[config.mk]
export PLATFORM = sky130hd
export DESIGN_NAME = tcw_ctrl
export DESIGN_NICKNAME = d
export VERILOG_FILES = /design/src/tcw_pkg.sv /design/src/tcw_ctrl.sv
export SDC_FILE = /design/constraint.sdc
export NUM_CORES = 1
export LEC_CHECK = 0
export BUFFER_PORTS_ARGS = -buffer_cell sky130_fd_sc_hd__clkbuf_2
export CAP_MARGIN = 20
export CORE_AREA = 2 2 39 41
export CTS_CLUSTER_DIAMETER = 60
export DETAILED_ROUTE_END_ITERATION = 7
export DIE_AREA = 0 0 41 43
export SYNTH_ARGS = -nofsm -noshare
export SYNTH_HDL_FRONTEND = slang
export SYNTH_SLANG_ARGS = --single-unit
export TNS_END_PERCENT = 50
[constraint.sdc]
create_clock -name clk -period 2.35 [get_ports clk]
set_input_delay 0.3525 -clock clk [delete_from_list [all_inputs] [get_ports clk]]
set_output_delay 0.3525 -clock clk [all_outputs]
set_load 0.05 [all_outputs]
[src/tcw_pkg.sv]
// ----------------------------------------------------------------------------
// tcw_pkg: shared types and constants of the text console writer
// Request and result payloads, command codes, cell values, the controller
// states and the control/status groups between controller and datapath.
// ----------------------------------------------------------------------------
package tcw_pkg;

  localparam logic [1:0] CMD_PUT   = 2'd0;
  localparam logic [1:0] CMD_CLEAR = 2'd1;
  localparam logic [1:0] CMD_READ  = 2'd2;

  localparam logic [7:0]  NEWLINE_CODE = 8'd10;
  localparam logic [15:0] BLANK_CELL   = 16'h0F20;
  localparam logic [15:0] RESET_CELL   = 16'h0720;
  localparam logic [7:0]  ATTR_RESET   = 8'd7;

  localparam int unsigned CMD_W  = 2;
  localparam int unsigned CHAR_W = 8;
  localparam int unsigned IDX_W  = 11;
  localparam int unsigned POS_W  = 11;
  localparam int unsigned CELL_W = 16;

  typedef struct packed {
    logic [CMD_W-1:0]  cmd;
    logic [CHAR_W-1:0] char_code;
    logic [IDX_W-1:0]  cell_index;
  } tcw_in_t;

  typedef struct packed {
    logic [POS_W-1:0]  cursor_pos;
    logic [CELL_W-1:0] read_cell;
  } tcw_out_t;

  typedef enum logic [2:0] {
    ST_INIT,
    ST_IDLE,
    ST_PUT,
    ST_SCROLL,
    ST_FILL,
    ST_DONE
  } tcw_state_t;

  typedef struct packed {
    logic accept;
    logic put_exec;
    logic scroll_step;
    logic fill_step;
    logic fill_init;
    logic out_load;
  } tcw_ctl_t;

  typedef struct packed {
    logic wr_pend;
    logic need_scroll;
    logic scroll_last;
    logic fill_last;
    logic out_free;
  } tcw_stat_t;

endpackage

[src/tcw_ctrl.sv]
// ----------------------------------------------------------------------------
// tcw_ctrl: console controller
// Sequences the reset clear pass, put, scroll, fill and result hand-off.
// ----------------------------------------------------------------------------
module tcw_ctrl (
  input  logic                  clk,
  input  logic                  rst_n,
  input  logic                  in_valid,
  input  logic [1:0]            in_cmd,
  output logic                  in_ready,
  input  tcw_pkg::tcw_stat_t    stat,
  output tcw_pkg::tcw_ctl_t     ctl
);
  import tcw_pkg::*;

  tcw_state_t state_r;
  tcw_state_t state_nxt;

  always_ff @(posedge clk) begin
    if (!rst_n) begin
      state_r <= ST_INIT;
    end else begin
      state_r <= state_nxt;
    end
  end

  always_comb begin
    state_nxt = state_r;
    ctl       = '0;
    in_ready  = 1'b0;
    unique case (state_r)
      ST_INIT: begin
        ctl.fill_step = 1'b1;
        ctl.fill_init = 1'b1;
        if (stat.fill_last) begin
          state_nxt = ST_IDLE;
        end
      end
      ST_IDLE: begin
        in_ready = !stat.wr_pend;
        if (in_valid && !stat.wr_pend) begin
          ctl.accept = 1'b1;
          unique case (in_cmd)
            CMD_PUT:   state_nxt = ST_PUT;
            CMD_CLEAR: state_nxt = ST_FILL;
            default:   state_nxt = ST_DONE;
          endcase
        end
      end
      ST_PUT: begin
        ctl.put_exec = 1'b1;
        state_nxt    = stat.need_scroll ? ST_SCROLL : ST_DONE;
      end
      ST_SCROLL: begin
        ctl.scroll_step = 1'b1;
        if (stat.scroll_last) begin
          state_nxt = ST_FILL;
        end
      end
      ST_FILL: begin
        ctl.fill_step = 1'b1;
        if (stat.fill_last) begin
          state_nxt = ST_DONE;
        end
      end
      ST_DONE: begin
        ctl.out_load = stat.out_free;
        if (stat.out_free) begin
          state_nxt = ST_IDLE;
        end
      end
      default: begin
        state_nxt = ST_INIT;
      end
    endcase
  end

endmodule

# --- After elaboration in Yosys (flattened, before gate mapping) ---
# Cells that the tools add are included.
op_classes:
  eq_ne: 11
  muxes: 16
  reduce_logical: 6
ops:
  columns: ["cell", "n"]
  rows:
  - ["$mux 3", 6]
  - ["$pmux 3 s6", 1]
  - ["$ne 2x2->1 const B", 5]
  - ["$mux 1", 8]
  - ["$eq 3x2->1 const B", 2]
  - ["$eq 3x3->1 const B", 2]
  - ["$pmux 3 s2", 1]
  - ["$reduce_and 5->1", 1]
  - ["$eq 3x1->1 const B", 1]
  - ["$logic_not 3->1", 1]
  - ["$eq 2x1->1 const B", 1]
  - ["$logic_not 2->1", 1]
  - ["$reduce_or 2->1", 1]
  - ["$logic_and 1x1->1", 1]
  - ["$logic_not 1->1", 1]
word_totals:
  wordCells: 34
  regBits: 3
  in_bits: 10
  output_inout_bits: 7

# --- Logic depth before layout (Yosys ltp) ---
depth:
  ltp_word: 4
  ltp_mapped: 5
  depth_no_buf: 4

# --- Least setup slack after synthesis ---
# OpenSTA, ideal clock, no wires.
synth_timing:
  kind: "flip-flop to output port"
  startpoint: "reg state_r[1]"
  endpoint: "out ctl[5] in the netlist's numbering"
  path_stages_with_launch: 5
  t_required_ns: 1.997
  slack_ns: -0.246
  arrival_ns: 2.243
  n_path_buf: 1
  cell_sequence: "dfxtp_1 -> buf_2 -> nand2b_1 -> nor3_1 -> and2_1"
synth_lines:
  columns: ["element", "line", "text"]
  rows:
  - ["start: declaration", "tcw_ctrl.sv:16", "tcw_state_t state_r;"]
  - ["start signal: assignment", "tcw_ctrl.sv:23", "state_r <= state_nxt;"]
  - ["end: declaration", "tcw_ctrl.sv:12", "output tcw_pkg::tcw_ctl_t ctl"]

==> reports/results.tsv <==
metric	value	unit
max_freq	560.0	MHz
p_total	230.2	uW
internal-power	144.4	uW
reg2reg_to	state_r[2]	
final-instance-count-excl-fill	71	
largest_reg_flops	3	
wl_met1	329	um
finalCriticalPeriod	1786	ps
combPwrFrac	31.4	%
placed_area	371.6	um2
max-slew-margin-rel	74.35	%
fp.dieH	43	um
rr_worst_depth	4	
critPathMaxFanout	11	
finalWorstSetupSlack	564.4	ps
finalSetupViolations	0	
diodes	0	
place.gp.congestion	0.7779	
die_w	41	um
dp_slack	819.0	ps
firstDrtPassIters	4	
ant_nets	0	
synth_warnings	0	
hold_depth	3	
hold_ws	357.6	ps
grt_pass1_vias	262	
critPathMaxStageDelay	510	ps
seqPwrFrac	27.4	%
cts_buffer_depth	2	
drv_slew	0	
dpl.cell_count	67	
switching_share	37.30	%
wl_met3	59	um
post-route-drc-count	0	
ios	17	
ys_seq_elements	3	
min_path_type	input pin to flop	
post_cts_resized	0	
drive_gt1_share	45.45	%
critPathBufInv	1	
io_buffers	16	
dr_total_vias	317	
start_util	20.98	%
clock_latency	240	ps
finalHoldViolCount	0	
met2_wirelength	272	um
grt_max_degree	12	
grtUsageTotal	9.127	%
yosysSeqAreaShare	20.69	%
ir_drop	0.2610	mV
final_core_util	28.75	%
syn_avg_cell_area	7.639	um2
cts_sinks	3	
reg.largest.list	state_r x3	
wl_per_cell	9.620	um
cp.depth	4	
antenna_found_initial	0	
worst_pin_slew	383.5	ps
synthesis.area	290.3	um2
arrival	1430	ps
cts_buffers	3	
yosysUniqueCellTypes	22	
cts_tree	yes	
rsz0062_at_grt	false	
grt-ovfl-total	0	
root_buffer	clkbuf_4	
drt_iter0_markers	8	
critPathTopFamily	flip-flops	
power_frac_clock	41.2	%
fp-row-count	14	
tns	0	ps
r2r_setup_slack	900	ps
dieArea	1763	um2
cts-htree-levels	1	
synthCells	38	
drv_cap	0	
power_leakage	0.1841	nW
dp_hpwl	508.5	um
finalCritPeriodShare	75.98	%
crit_path_start	state_r[0]	
vias_per_cell	4.465	
cts_setup_buffers	0	
cp-end-kind	output port	
crit-reg2reg-launch	state_r[0]	
critPathKind	flop to output port	
top_register	state_r	
cp-start-kind	flop	
min_from	stat[1]	
ctsHoldBuffers	0	
stdcell_area	397.9	um2
grt_pass1_wl	1000	um
fin_nets	66	
cp_cell_sequence	nand2b_1 > nor3_2 > and2_1 > clkbuf_2	
cts.clk_slew.worst_paths	40	ps
worst_ep_required_time	2000	ps
cpMaxStageDelayCell	dfxtp_1	
area_growth_syn_to_layout	37.07	%
skew	4.696	ps
routed_wl	683	um
p_sw	85.87	uW
top_layer	met4	
p_per_area	578.7	nW/um2
core	1384	um2
hold_path_end	state_r[0]	
status	complete, no violations	
syn-num-nets	48	
==> worst max-delay path by stage <==
stage	endpoint	slack, ps
3_3_place_gp	ctl[5]	810
2_1_floorplan	ctl[5]	220
6_report	ctl[5]	560
4_1_cts	ctl[5]	550
3_5_place_dp	ctl[5]	820
5_1_grt	ctl[5]	420
==> logic make-up after synthesis <==
group	after synthesis	synth area share [%]
AO/OA/AOI/OAI	10	27.16
buffers and inverters	5	10.78
flip-flops	3	20.69
AND/OR/NAND/NOR	20	41.38
==> per-layer routing <==
metal / global-route usage (%) / vias to the layer above
li1: - / 167
met5: 0 / -
met3: 4.712 / 2
met2: 9.375 / 15
met4: 10.00 / 0
met1: 11.86 / 133
==> power by group through the flow <==
stage               Clock [mW]  Sequential [mW]  Combinational (mW)
floorplan                    0           0.0563              0.0653
global placement             0           0.0641              0.0728
detailed placement           0           0.0639              0.0728
CTS                     0.0983           0.0631              0.0730
global route             0.105           0.0645              0.0780
finish                  0.0949           0.0631              0.0722
==> worst reg2reg max path, delay by kind of cell (launching register included) <==
kind / cells / cell delay (ps)
and+or+nand+nor: 1 / 220
DFF: 1 / 510
AOI/OAI and AO/OA: 2 / 480
buffers and inverters: 1 / 120
==> final cells by class <==
type                            count  area, um2
Multi-Input combinational cell     30      203.9
Clock buffer                        4      26.28
Timing Repair Buffer               16      80.08
Fill cell                         158      985.9
Inverter                            2      7.507
Tap cell                           16      20.02
Sequential cell                     3      60.06
==> cells in the mapped netlist (all sizes together) <==
cell,count,area share [%]
or2,1,2.2
o22ai,1,2.2
o41ai,1,5.6
nor2,4,5.2
dfxtp,3,21
nor2b,1,2.2
nor3,4,6.9
a21oi,3,5.2
o2111ai,1,3.0
and2b,2,5.2
o21ai,1,3.0
nand3,1,1.7
inv,2,2.6
o32ai,1,3.0
nand2b,2,4.3
and2,4,9.5
o31ai,2,5.2
buf,3,8.2
nor3b,1,4.3
==> cells in the final DEF (no fill, tap or decap), drive strengths merged <==
cell / Yosys / routed
nor3: 4 / 4
nand2b: 2 / 2
nor2b: 1 / 1
or2: 1 / 1
o41ai: 1 / 1
and2: 4 / 4
clkbuf: 0 / 20
o31ai: 2 / 2
a21oi: 3 / 3
nor3b: 1 / 1
o32ai: 1 / 1
o2111ai: 1 / 1
nor2: 4 / 4
inv: 2 / 2
nand3: 1 / 1
o22ai: 1 / 1
and2b: 2 / 2
dfxtp: 3 / 3
o21ai: 1 / 1
Note: power is estimated with default switching activity, not from simulation.
